--- config.mk ---
export PLATFORM = sky130hd
export DESIGN_NAME = supervisor_restart_policy
export DESIGN_NICKNAME = d
export VERILOG_FILES = /design/src/rtl/srp_pkg.sv /design/src/rtl/srp_ram.sv /design/src/rtl/srp_cfg.sv /design/src/rtl/srp_win.sv /design/src/rtl/supervisor_restart_policy.sv
export SDC_FILE = /design/constraint.sdc
export NUM_CORES = 2
export LEC_CHECK = 0
export BUFFER_PORTS_ARGS = -buffer_cell sky130_fd_sc_hd__buf_4
export CORE_ASPECT_RATIO = 0.8
export CORE_UTILIZATION = 63
export CTS_CLUSTER_DIAMETER = 40
export DETAILED_ROUTE_END_ITERATION = 12
export PLACE_DENSITY = 0.8
export REMOVE_ABC_BUFFERS = 1
export SYNTH_ARGS = -nofsm -noshare
export SYNTH_HDL_FRONTEND = slang
export SYNTH_SLANG_ARGS = --single-unit
--- constraint.sdc ---
create_clock -name i_clk -period 7.1 [get_ports i_clk]
set_input_delay 1.775 -clock i_clk [delete_from_list [all_inputs] [get_ports i_clk]]
set_output_delay 1.775 -clock i_clk [all_outputs]
set_load 0.01 [all_outputs]
--- src/rtl/srp_pkg.sv ---
// Shared types and codes for the supervisor restart policy block.
// Used by srp_cfg, srp_win and supervisor_restart_policy; depends on nothing.
`default_nettype none

package srp_pkg;

    // Result action codes
    localparam logic [2:0] ACT_IGNORED      = 3'd0;
    localparam logic [2:0] ACT_NO_RESTART   = 3'd1;
    localparam logic [2:0] ACT_RESTART      = 3'd2;
    localparam logic [2:0] ACT_INTENSITY    = 3'd3;
    localparam logic [2:0] ACT_BAD_STRATEGY = 3'd4;
    localparam logic [2:0] ACT_HALTED       = 3'd5;

    // Restart strategies
    localparam logic [1:0] STRAT_ONE_FOR_ONE  = 2'd0;
    localparam logic [1:0] STRAT_ONE_FOR_ALL  = 2'd1;
    localparam logic [1:0] STRAT_REST_FOR_ONE = 2'd2;
    localparam logic [1:0] STRAT_UNKNOWN      = 2'd3;

    // Per-child restart kinds
    localparam logic [1:0] KIND_PERMANENT = 2'd0;
    localparam logic [1:0] KIND_TRANSIENT = 2'd1;

    // Configuration register indexes
    localparam logic [2:0] REG_STRATEGY      = 3'd0;
    localparam logic [2:0] REG_RESTART_LIMIT = 3'd1;
    localparam logic [2:0] REG_PERIOD_MS     = 3'd2;
    localparam logic [2:0] REG_CHILD_COUNT   = 3'd3;
    localparam logic [2:0] REG_RESTART_TYPES = 3'd4;

    // Children supervised; ties to the 4-bit index, 5-bit count and 2-bit kinds
    localparam int MAX_CHILDREN = 16;

    localparam int ADDR_W    = 5;
    localparam int DATA_W    = 32;
    localparam int TIME_W    = 64;
    // period_ms (32 bits) times 1000 (10 bits) fits in 42 bits
    localparam int WIN_W     = 42;
    localparam int US_PER_MS = 1000;

    typedef struct packed {
        logic [1:0]  strategy;
        logic [7:0]  restart_limit;
        logic [31:0] period_ms;
        logic [4:0]  child_count;
        logic [31:0] restart_types;
    } t_cfg;

endpackage

`default_nettype wire

--- src/rtl/srp_ram.sv ---
// Generic single-write, single-read RAM with registered read data.
// Stand-alone; holds the restart timestamp ring.
`default_nettype none

module srp_ram #(
    parameter int WIDTH = 64,
    parameter int DEPTH = 16
) (
    input  wire logic                                   i_clk,
    input  wire logic                                   i_we,
    input  wire logic [((DEPTH > 1) ? $clog2(DEPTH) : 1)-1:0] i_waddr,
    input  wire logic [WIDTH-1:0]                       i_wdata,
    input  wire logic [((DEPTH > 1) ? $clog2(DEPTH) : 1)-1:0] i_raddr,
    output logic      [WIDTH-1:0]                       o_rdata
);

    logic [WIDTH-1:0] r_mem [DEPTH];

    // Write port and registered read port
    always_ff @(posedge i_clk) begin
        if (i_we) begin
            r_mem[i_waddr] <= i_wdata;
        end
        o_rdata <= r_mem[i_raddr];
    end

endmodule

`default_nettype wire

--- src/rtl/srp_cfg.sv ---
// APB-style configuration register file for the restart policy.
// Depends on srp_pkg for the register indexes and the t_cfg struct.
`default_nettype none

module srp_cfg (
    input  wire logic                          i_clk,
    input  wire logic                          i_rst_n,
    input  wire logic                          psel,
    input  wire logic                          penable,
    input  wire logic                          pwrite,
    input  wire logic [srp_pkg::ADDR_W-1:0]    paddr,
    input  wire logic [srp_pkg::DATA_W-1:0]    pwdata,
    output logic      [srp_pkg::DATA_W-1:0]    prdata,
    output logic                               pready,
    output srp_pkg::t_cfg                      o_cfg
);

    srp_pkg::t_cfg r_cfg;
    logic [2:0]    reg_idx;
    logic          wr_en;

    assign reg_idx = paddr[4:2];
    assign wr_en   = psel && penable && pwrite;
    assign pready  = 1'b1;
    assign o_cfg   = r_cfg;

    // Write the addressed register; drop writes beyond the list
    always_ff @(posedge i_clk) begin
        if (!i_rst_n) begin
            r_cfg <= '0;
        end else if (wr_en) begin
            unique case (reg_idx)
                srp_pkg::REG_STRATEGY:      r_cfg.strategy      <= pwdata[1:0];
                srp_pkg::REG_RESTART_LIMIT: r_cfg.restart_limit <= pwdata[7:0];
                srp_pkg::REG_PERIOD_MS:     r_cfg.period_ms     <= pwdata;
                srp_pkg::REG_CHILD_COUNT:   r_cfg.child_count   <= pwdata[4:0];
                srp_pkg::REG_RESTART_TYPES: r_cfg.restart_types <= pwdata;
                default: ;
            endcase
        end
    end

    // Read back
    always_comb begin
        unique case (reg_idx)
            srp_pkg::REG_STRATEGY:      prdata = {30'b0, r_cfg.strategy};
            srp_pkg::REG_RESTART_LIMIT: prdata = {24'b0, r_cfg.restart_limit};
            srp_pkg::REG_PERIOD_MS:     prdata = r_cfg.period_ms;
            srp_pkg::REG_CHILD_COUNT:   prdata = {27'b0, r_cfg.child_count};
            srp_pkg::REG_RESTART_TYPES: prdata = r_cfg.restart_types;
            default:                    prdata = '0;
        endcase
    end

endmodule

`default_nettype wire

--- src/rtl/srp_win.sv ---
// Shared window comparator: one timestamp per enabled cycle, counts hits in the window.
// Depends on srp_pkg for the time and window widths.
`default_nettype none

module srp_win #(
    parameter int CNT_W = 5
) (
    input  wire logic                          i_clk,
    input  wire logic                          i_clr,
    input  wire logic                          i_en,
    input  wire logic [srp_pkg::TIME_W-1:0]    i_now,
    input  wire logic [srp_pkg::TIME_W-1:0]    i_entry,
    input  wire logic [srp_pkg::WIN_W-1:0]     i_window,
    output logic      [CNT_W-1:0]              o_count
);

    logic [srp_pkg::TIME_W-1:0] age;
    logic                       hit;
    logic [CNT_W-1:0]           r_count;

    // Age of the entry, modulo 2^64, against the window
    assign age = i_now - i_entry;
    assign hit = age <= srp_pkg::TIME_W'(i_window);
    assign o_count = r_count;

    // Clear at the start of a pass, advance on each hit
    always_ff @(posedge i_clk) begin
        if (i_clr) begin
            r_count <= '0;
        end else if (i_en && hit) begin
            r_count <= r_count + CNT_W'(1);
        end
    end

endmodule

`default_nettype wire

--- src/rtl/supervisor_restart_policy.sv ---
// Supervisor restart policy: one child-exit item in, one action item out.
// Item path: S_IDLE, S_DECIDE, then S_DONE when no restart is logged; a restart adds
// S_LOG, and with a nonzero limit S_COUNT, where one comparator walks the fill entries.
// Throughput: one item at a time, the next taken the cycle after the result registers;
// a finished result may wait in the output register. Reset (synchronous, active low)
// clears the control registers, ring head/fill and halt among them, not the payload.
`default_nettype none

module supervisor_restart_policy (
    input  wire logic                          i_clk,
    input  wire logic                          i_rst_n,
    // configuration port
    input  wire logic                          psel,
    input  wire logic                          penable,
    input  wire logic                          pwrite,
    input  wire logic [srp_pkg::ADDR_W-1:0]    paddr,
    input  wire logic [srp_pkg::DATA_W-1:0]    pwdata,
    output logic      [srp_pkg::DATA_W-1:0]    prdata,
    output logic                               pready,
    // input channel
    input  wire logic                          i_in_valid,
    output logic                               o_in_stall,
    input  wire logic [3:0]                    i_child_index,
    input  wire logic                          i_exit_normal,
    input  wire logic [srp_pkg::TIME_W-1:0]    i_now_us,
    // output channel
    output logic                               o_out_valid,
    input  wire logic                          i_out_stall,
    output logic      [2:0]                    o_action,
    output logic      [3:0]                    o_first_child,
    output logic      [3:0]                    o_last_child
);

    localparam int AW = (srp_pkg::MAX_CHILDREN > 1) ? $clog2(srp_pkg::MAX_CHILDREN) : 1;
    localparam int FW = $clog2(srp_pkg::MAX_CHILDREN + 1);

    typedef enum logic [4:0] {
        S_IDLE   = 5'b00001,
        S_DECIDE = 5'b00010,
        S_LOG    = 5'b00100,
        S_COUNT  = 5'b01000,
        S_DONE   = 5'b10000
    } t_state;

    srp_pkg::t_cfg cfg;

    t_state                     r_state, n_state;
    logic [3:0]                 r_idx;
    logic                       r_normal;
    logic [srp_pkg::TIME_W-1:0] r_now;
    logic [srp_pkg::WIN_W-1:0]  r_window;
    logic [AW-1:0]              r_head, n_head;
    logic [FW-1:0]              r_fill, n_fill;
    logic [AW-1:0]              r_rd_ptr, n_rd_ptr;
    logic [FW-1:0]              r_rd_left, n_rd_left;
    logic                       r_cmp_vld, n_cmp_vld;
    logic                       r_halted, n_halted;
    logic [2:0]                 r_act, n_act;
    logic                       r_out_valid, n_out_valid;
    logic [2:0]                 r_action;
    logic [3:0]                 r_first, r_last;

    logic [4:0]                 count;
    logic [1:0]                 kind;
    logic                       wants;
    logic                       ram_we;
    logic [srp_pkg::TIME_W-1:0] ram_rdata;
    logic                       win_clr;
    logic [FW-1:0]              hits;
    logic                       take_in;
    logic                       out_free;
    logic [3:0]                 range_first, range_last;

    // Configuration registers
    srp_cfg u_cfg (
        .i_clk   (i_clk),
        .i_rst_n (i_rst_n),
        .psel    (psel),
        .penable (penable),
        .pwrite  (pwrite),
        .paddr   (paddr),
        .pwdata  (pwdata),
        .prdata  (prdata),
        .pready  (pready),
        .o_cfg   (cfg)
    );

    // Timestamp ring
    srp_ram #(
        .WIDTH (srp_pkg::TIME_W),
        .DEPTH (srp_pkg::MAX_CHILDREN)
    ) u_ring (
        .i_clk   (i_clk),
        .i_we    (ram_we),
        .i_waddr (r_head),
        .i_wdata (r_now),
        .i_raddr (r_rd_ptr),
        .o_rdata (ram_rdata)
    );

    // Window comparator, fed one ring entry per cycle
    srp_win #(
        .CNT_W (FW)
    ) u_win (
        .i_clk    (i_clk),
        .i_clr    (win_clr),
        .i_en     (r_cmp_vld),
        .i_now    (r_now),
        .i_entry  (ram_rdata),
        .i_window (r_window),
        .o_count  (hits)
    );

    // Effective child count, clamped to the ring size
    assign count = (32'(cfg.child_count) > srp_pkg::MAX_CHILDREN)
                 ? 5'(srp_pkg::MAX_CHILDREN) : cfg.child_count;
    assign kind  = cfg.restart_types[2*r_idx +: 2];
    assign wants = (kind == srp_pkg::KIND_PERMANENT) ||
                   ((kind == srp_pkg::KIND_TRANSIENT) && !r_normal);

    // Range to stop and restart
    always_comb begin
        range_last = 4'(count - 5'd1);
        unique case (cfg.strategy)
            srp_pkg::STRAT_ONE_FOR_ONE: begin
                range_first = r_idx;
                range_last  = r_idx;
            end
            srp_pkg::STRAT_ONE_FOR_ALL:  range_first = '0;
            default:                     range_first = r_idx;
        endcase
    end

    assign take_in  = i_in_valid && r_state == S_IDLE;
    assign out_free = !r_out_valid || !i_out_stall;
    assign o_in_stall = (r_state != S_IDLE);
    assign ram_we  = (r_state == S_LOG);
    assign win_clr = (r_state == S_LOG);

    // Sequencer
    always_comb begin
        n_state     = r_state;
        n_head      = r_head;
        n_fill      = r_fill;
        n_rd_ptr    = r_rd_ptr;
        n_rd_left   = r_rd_left;
        n_cmp_vld   = 1'b0;
        n_halted    = r_halted;
        n_act       = r_act;
        n_out_valid = r_out_valid && i_out_stall;
        unique case (r_state)
            S_IDLE: begin
                if (i_in_valid) begin
                    n_state = S_DECIDE;
                end
            end
            S_DECIDE: begin
                priority if (r_halted) begin
                    n_act   = srp_pkg::ACT_HALTED;
                    n_state = S_DONE;
                end else if ({1'b0, r_idx} >= count) begin
                    n_act   = srp_pkg::ACT_IGNORED;
                    n_state = S_DONE;
                end else if (cfg.strategy == srp_pkg::STRAT_UNKNOWN) begin
                    n_act    = srp_pkg::ACT_BAD_STRATEGY;
                    n_halted = 1'b1;
                    n_state  = S_DONE;
                end else if (!wants) begin
                    n_act   = srp_pkg::ACT_NO_RESTART;
                    n_state = S_DONE;
                end else begin
                    n_state = S_LOG;
                end
            end
            S_LOG: begin
                // Store the timestamp; with a nonzero limit, walk back from the newest entry
                n_head    = (r_head == AW'(srp_pkg::MAX_CHILDREN - 1)) ? '0
                                                                        : r_head + AW'(1);
                n_fill    = (r_fill == FW'(srp_pkg::MAX_CHILDREN)) ? r_fill
                                                                    : r_fill + FW'(1);
                n_rd_ptr  = r_head;
                n_rd_left = n_fill;
                if (cfg.restart_limit == 8'd0) begin
                    n_act   = srp_pkg::ACT_RESTART;
                    n_state = S_DONE;
                end else begin
                    n_state = S_COUNT;
                end
            end
            S_COUNT: begin
                if (r_rd_left != '0) begin
                    n_rd_ptr  = (r_rd_ptr == '0) ? AW'(srp_pkg::MAX_CHILDREN - 1)
                                                 : r_rd_ptr - AW'(1);
                    n_rd_left = r_rd_left - FW'(1);
                    n_cmp_vld = 1'b1;
                end else if (!r_cmp_vld) begin
                    if (8'(hits) >= cfg.restart_limit) begin
                        n_act    = srp_pkg::ACT_INTENSITY;
                        n_halted = 1'b1;
                    end else begin
                        n_act = srp_pkg::ACT_RESTART;
                    end
                    n_state = S_DONE;
                end
            end
            S_DONE: begin
                if (out_free) begin
                    n_out_valid = 1'b1;
                    n_state     = S_IDLE;
                end
            end
            default: n_state = S_IDLE;
        endcase
    end

    // Control registers
    always_ff @(posedge i_clk) begin
        if (!i_rst_n) begin
            r_state     <= S_IDLE;
            r_head      <= '0;
            r_fill      <= '0;
            r_rd_left   <= '0;
            r_cmp_vld   <= 1'b0;
            r_halted    <= 1'b0;
            r_out_valid <= 1'b0;
        end else begin
            r_state     <= n_state;
            r_head      <= n_head;
            r_fill      <= n_fill;
            r_rd_left   <= n_rd_left;
            r_cmp_vld   <= n_cmp_vld;
            r_halted    <= n_halted;
            r_out_valid <= n_out_valid;
        end
    end

    // Payload registers: item capture, window, read pointer, result
    always_ff @(posedge i_clk) begin
        r_rd_ptr <= n_rd_ptr;
        r_act    <= n_act;
        if (take_in) begin
            r_idx    <= i_child_index;
            r_normal <= i_exit_normal;
            r_now    <= i_now_us;
        end
        if (r_state == S_DECIDE) begin
            r_window <= srp_pkg::WIN_W'(cfg.period_ms) *
                        srp_pkg::WIN_W'(srp_pkg::US_PER_MS);
        end
        if (r_state == S_DONE && out_free) begin
            r_action <= r_act;
            if (r_act == srp_pkg::ACT_RESTART) begin
                r_first <= range_first;
                r_last  <= range_last;
            end else begin
                r_first <= '0;
                r_last  <= '0;
            end
        end
    end

    assign o_out_valid   = r_out_valid;
    assign o_action      = r_action;
    assign o_first_child = r_first;
    assign o_last_child  = r_last;

endmodule

`default_nettype wire
Yosys cells after proc, flatten, opt, wreduce, memory -nomap -nowiden. Memory sizes are Yosys's and may differ from the RTL's. A register that Yosys moved wholly into a read port is not among the register bits. Index checks and enable logic that the tools add are counted.

Divide/modulo/power cells: 0. Multipliers: 1. Shift operators: 1. Add/sub/neg operators: 7. Mux-type cells: 41. Bitwise logic cells: 1. Reductions and logical operators: 32. Magnitude comparators: 4. Equal/unequal tests: 24.

Operators with widths (count): one-hot mux 32 bit (5 select lines) (1); less-or-equal comparator 64 x 42 -> 1 bit (1); subtractor 64 bit (1); two-way mux 5 bit (12); multiplier 32 x 7 -> 39 bit (second input constant) (1); variable part select 32 x 6 -> 2 bit (1); one-hot mux 5 bit (5 select lines) (1); two-way mux 3 bit (7); two-way mux 4 bit (4); AND reduction 2 bit (7); two-way mux 1 bit (12); != test 2 bit (second input constant) (6); adder 5 x 1 -> 5 bit (second input constant) (2); equality test 5 bit (second input constant) (2); one-hot mux 5 bit (2 select lines) (1); equality test 3 x 2 -> 1 bit (second input constant) (3); one-hot mux 3 bit (3 select lines) (1); greater-or-equal comparator 5 x 8 -> 1 bit (1); logical NOT 8 bit (1); one-hot mux 4 bit (2 select lines) (1); AND reduction 4 bit (2); subtractor 4 x 1 -> 4 bit (second input constant) (2); logical AND 1 bit (7); equality test 5 x 1 -> 1 bit (second input constant) (1); 27 further kinds (33).

RAM bits: 1024. Memories: 1. Memory bits (read-only): 0. Bits of input ports: 113. Latch bits: 0. Bits in registers: 232. Logic and storage cells: 134.

Memory list: u_ring.r_mem (depth 16, bits a word 64, rd ports 1, clocked after memory_dff 1, write ports 1, RTL line srp_ram.sv:17) `logic [WIDTH-1:0] r_mem [DEPTH];`.

Depth between registers and ports, before layout.
Depth after elaboration: 9. Mapped depth: 26.

By module. From an unflattened synthesis, not the netlist that was laid out.

Cells, all modules: 3907. Area total of the unflattened synthesis: 60315.3 um^2.

By module, submodules not included: srp_ram (cells each 1647, instances 1, area an instance 39581.7 um^2); supervisor_restart_policy (cells each 959, instances 1, area an instance 11230.8 um^2); srp_win (cells each 907, instances 1, area an instance 5899.4 um^2); srp_cfg (cells each 394, instances 1, area an instance 3603.5 um^2).

Worst setup path after synthesis. OpenSTA, ideal clock, no wires.

Path type: reg-to-reg. Start: reg r_state[3]. End: mem u_ring.r_mem[3][0] (enable). Path slack: 1.086 ns. Library setup time: 0.564 ns. Cell stages (with the launch flop): 6. Data required time: 6.536 ns. Data arrival time: 5.449 ns. Path through: dfxtp_1 nor2_1 and3_1 clkbuf_1 nand2_1 nor3_1.

Longest elaborated chain between the ends: 3.

RTL lines: start: declaration (RTL line supervisor_restart_policy.sv:47) `t_state r_state, n_state;`; start signal: assignment (RTL line supervisor_restart_policy.sv:227) `r_state <= n_state;`; equality test 5 x 3 -> 1 bit (RTL line supervisor_restart_policy.sv:137) `assign ram_we = (r_state == S_LOG);`; two-way mux 1 bit (RTL line srp_ram.sv:21) `if (i_we) begin`; two-way mux 1 bit (implied by the code) (RTL line srp_ram.sv:22) `r_mem[i_waddr] <= i_wdata;`; end: declaration (RTL line srp_ram.sv:17).

No other way between the ends.

Worst setup path after layout.
Start: reg r_now[3] (netlist name). End: reg u_win.r_count[4], in the netlist u_win.o_count[4].

Longest elaborated chain between the ends: 3.

RTL lines: start: declaration (RTL line supervisor_restart_policy.sv:50) `logic [srp_pkg::TIME_W-1:0] r_now;`; start signal: assignment (RTL line supervisor_restart_policy.sv:244) `r_now <= i_now_us;`; subtractor 64 bit (RTL line srp_win.sv:22) `assign age = i_now - i_entry;`; less-or-equal comparator 64 x 42 -> 1 bit (RTL line srp_win.sv:23) `assign hit = age <= srp_pkg::TIME_W'(i_window);`; logical AND 1 bit (RTL line srp_win.sv:30) `end else if (i_en && hit) begin`; end signal: assignment (RTL line srp_win.sv:31) `r_count <= r_count + CNT_W'(1);`; end: declaration (RTL line srp_win.sv:19) `logic [CNT_W-1:0] r_count;`.

No other way between the ends. A chain may end at the register's enable or synchronous reset.

==> impl_metrics.yaml <==
outcome:
  outcome: "finished, violations left"
  violations: "design-rule violations"
route:
  num_vias: 34100
  drtIter0Drc: 4079
  routedWlPerCell_um: 27.3
  wl_mm: 143
  dr.pass1.iters: 9
  ant_nets: 0
  drc: 1
  via_per_inst: 6.53
logic_synthesis:
  syn_area_sq_um: 59600
  synth_common_cells: "1150 x edfxtp_1, 329 x mux4_2, 262 x inv_1"
  synthCells: 3679
  yosys_warnings: 0
  yosys_most_used_dff: "edfxtp_1"
  synth_edf_count: 1150
  ys_ff_latch: 1320
  synth.most_common_cell: "edfxtp_1"
  ys_seq_area_frac: 0.637
  synthTopCellsByArea: "edfxtp_1 58%, mux4_2 12%, dfxtp_1 5.7%, ha_1 4.4%, fa_1 4.0%"
  async_flop_share: 0
  synth_top_area_frac: 0.580
  postSynthAreaPerCell_sq_um: 16.2
  ys_types: 93
  synth_top_area_cell: "edfxtp_1"
floorplan:
  die-area_sq_um: 95800
  initial_core_util: 0.638
  die_y_um: 277
  coreArea_sq_um: 93300
  chipWidth_um: 346
  ioPinCount: 159
  rows: 100
timing:
  clock.fmax_ghz: 0.147
  maxSlewHeadroom: 0.170
  fin_tns_setup_ns: 0
  grt_setup_unrepaired: "false"
  drv_slew: 0
  finalSetupViolCount: 0
  period_share: 0.958
  finalHoldViolations: 0
  worstMarginPinSlew_ns: 1.24
  clock-skew-final_ns: 0.0399
  period_needed_ns: 6.80
cells_and_area:
  fin_nets: 4323
  area_growth_pct: 12.4
  drive_gt1_frac: 0.206
  final_core_util: 0.717
cts:
  clk_path_buf_depth: 3
  numClockSinks: 1320
  numCtsBuffers: 138
  cts_tree: "done"
  clkTransAtPathRegs_ns: 0.07
  holdBufCountCts: 0
  htree_levels: 4
  clk_latency_ns: 0.75
  cts_root_buf: "clkbuf_16"
power_and_ir_drop:
  p_per_area_nw_per_um2: 248
  peakVddDrop_v: 0.000252
  p_leak_nw: 23.9
run:
  cap_viol_max_count: 0
critical_path:
  arrival_ns: 7.46
  slowest_delay_ns: 0.65
  endpoint_kind: "flop"
  cp_max_fo: 17
  critPathRequiredTime_ns: 7.76
  crit_type: "reg2reg"
  start_kind: "flop"
  crit_chain: "ha_1 > or3_1 > o21ai_1 > nand2_1 > and3_1 > a31oi_1 > o21bai_1 > nand3_1 > o21ai_1 > a31oi_1 > xnor2_1 > ha_1 > nand4_1 > nor4_2 > o2111ai_1 > o311a_1 > a2111oi_2 > o221ai_1 > or4_1 > nor4_2 > nand4_2 > nor4_1 > mux2i_1"
  crit_path_top_delay_cell: "edfxtp_1"
global_route:
  grt_overflow: 0
  grt_pass1_vias: 34200
  grt_max_degree: 139
  grt_usage: 0.303
  grt_pass1_wl_mm: 214
  antenna_found_initial: 3
hold_path:
  hp-class: "reg2reg"
placement:
  io_buffers: 155
  dpl.hpwl_mm: 83.1
  gp_congestion: 0.968
[per-stage QoR]
step | worst slack [ns] | hold WS (ns) | area, sq um | std cells | power, mW
final | 0.302 | 0.458 | 67000 | 5225 | 16.6
after global routing | 0.00962 | 0.491 | 67000 | 5225 | 17.0
after floorplan | -4.78 | 0.418 | 58900 | 3527 | 9.09
after detailed placement | 0.277 | 0.443 | 62200 | 4957 | 9.35
after global placement | 0.451 | 0.441 | 62200 | 4957 | 9.34
after CTS | 0.180 | 0.461 | 66900 | 5212 | 16.7
[what timing repair did]
| item | in CTS | in global routing |
|---|---|---|
| setup endpoints to repair | 0 | 5 |
| setup buffers | 0 | 11 |
| gates resized for setup | 0 | 1 |
[placed cells by master, fill, tap and decap left out, types with 129 or more instances in the layout]
| cell | netlist | layout |
|---|---|---|
| nand2_1 | 257 | 257 |
| clkbuf_16 | 0 | 146 |
| dfxtp_1 | 170 | 170 |
| inv_1 | 262 | 262 |
| edfxtp_1 | 1150 | 1150 |
| ha_1 | 208 | 208 |
| buf_4 | 2 | 213 |
| a21oi_1 | 142 | 142 |
| mux4_2 | 329 | 329 |
| nor2_1 | 142 | 129 |
[critical path, delay by kind of cell, from the launching register on]
kind	cells	cell delay, ns
compound gates	9	2.16
xor+xnor	1	0.10
fa+ha+maj	2	0.71
flops	1	0.65
mux	1	0.22
simple gates	10	2.89
[logic make-up after synthesis]
family,after synthesis,synth area share
flops,1320,0.637
mux,357,0.129
xor+xnor,88,0.0129
buf+inv,414,0.0271
other cells,1,0.0000630
compound gates,530,0.0582
simple gates,643,0.0524
fa+ha+maj,326,0.0834
[worst paths after layout]
path                      start                            end  slack, ns  depth (start not counted)
max reg2reg  r_now[3]$_DFFE_PP_  u_win.o_count[4]$_SDFFE_PP0P_       0.30                         23
min reg2reg  r_act[2]$_DFFE_PP_          o_action[2]$_DFFE_PP_       0.46                          0
min          r_act[2]$_DFFE_PP_          o_action[2]$_DFFE_PP_       0.46                          0
max          r_now[3]$_DFFE_PP_  u_win.o_count[4]$_SDFFE_PP0P_       0.30                         23
[state kept, by name (all words and copies together), names as in the netlist]
signal          count
u_cfg.o_cfg        79
r_state             5
r_window           39
r_idx               4
r_act               3
r_fill              5
u_win.o_count       5
u_ring.o_rdata     64
u_ring.r_mem     1024
r_cmp_vld           1
o_out_valid         1
o_first_child       4
r_rd_ptr            4
o_last_child        4
r_halted            1
r_normal            1
r_head              4
r_rd_left           5
o_action            3
r_now              64
[power by group]
part | internal [mW] | switching, mW | total (mW)
sequential | 8.49 | 0.125 | 8.62
combinational | 0.229 | 0.365 | 0.594
clock | 4.32 | 3.09 | 7.41
[final cells by class]
| type | count | area, sq um |
|---|---|---|
| Antenna cell | 2 | 5.00 |
| Sequential cell | 1320 | 37900 |
| Timing Repair Buffer | 217 | 1680 |
| Clock buffer | 186 | 3910 |
| Tap cell | 1224 | 1530 |
| Inverter | 262 | 983 |
| Fill cell | 5663 | 26400 |
| Multi-Input combinational cell | 1945 | 20100 |
| Clock inverter | 69 | 791 |
[layer usage]
metal,up-vias,GRT usage,part of all wire
li1,14600,-,-
met1,17400,0.432,0.40
met2,1875,0.479,0.48
met3,251,0.0559,0.092
met4,2,0.0942,0.028
met5,-,0,0.000084
Note: power is estimated with default switching activity, not from simulation.
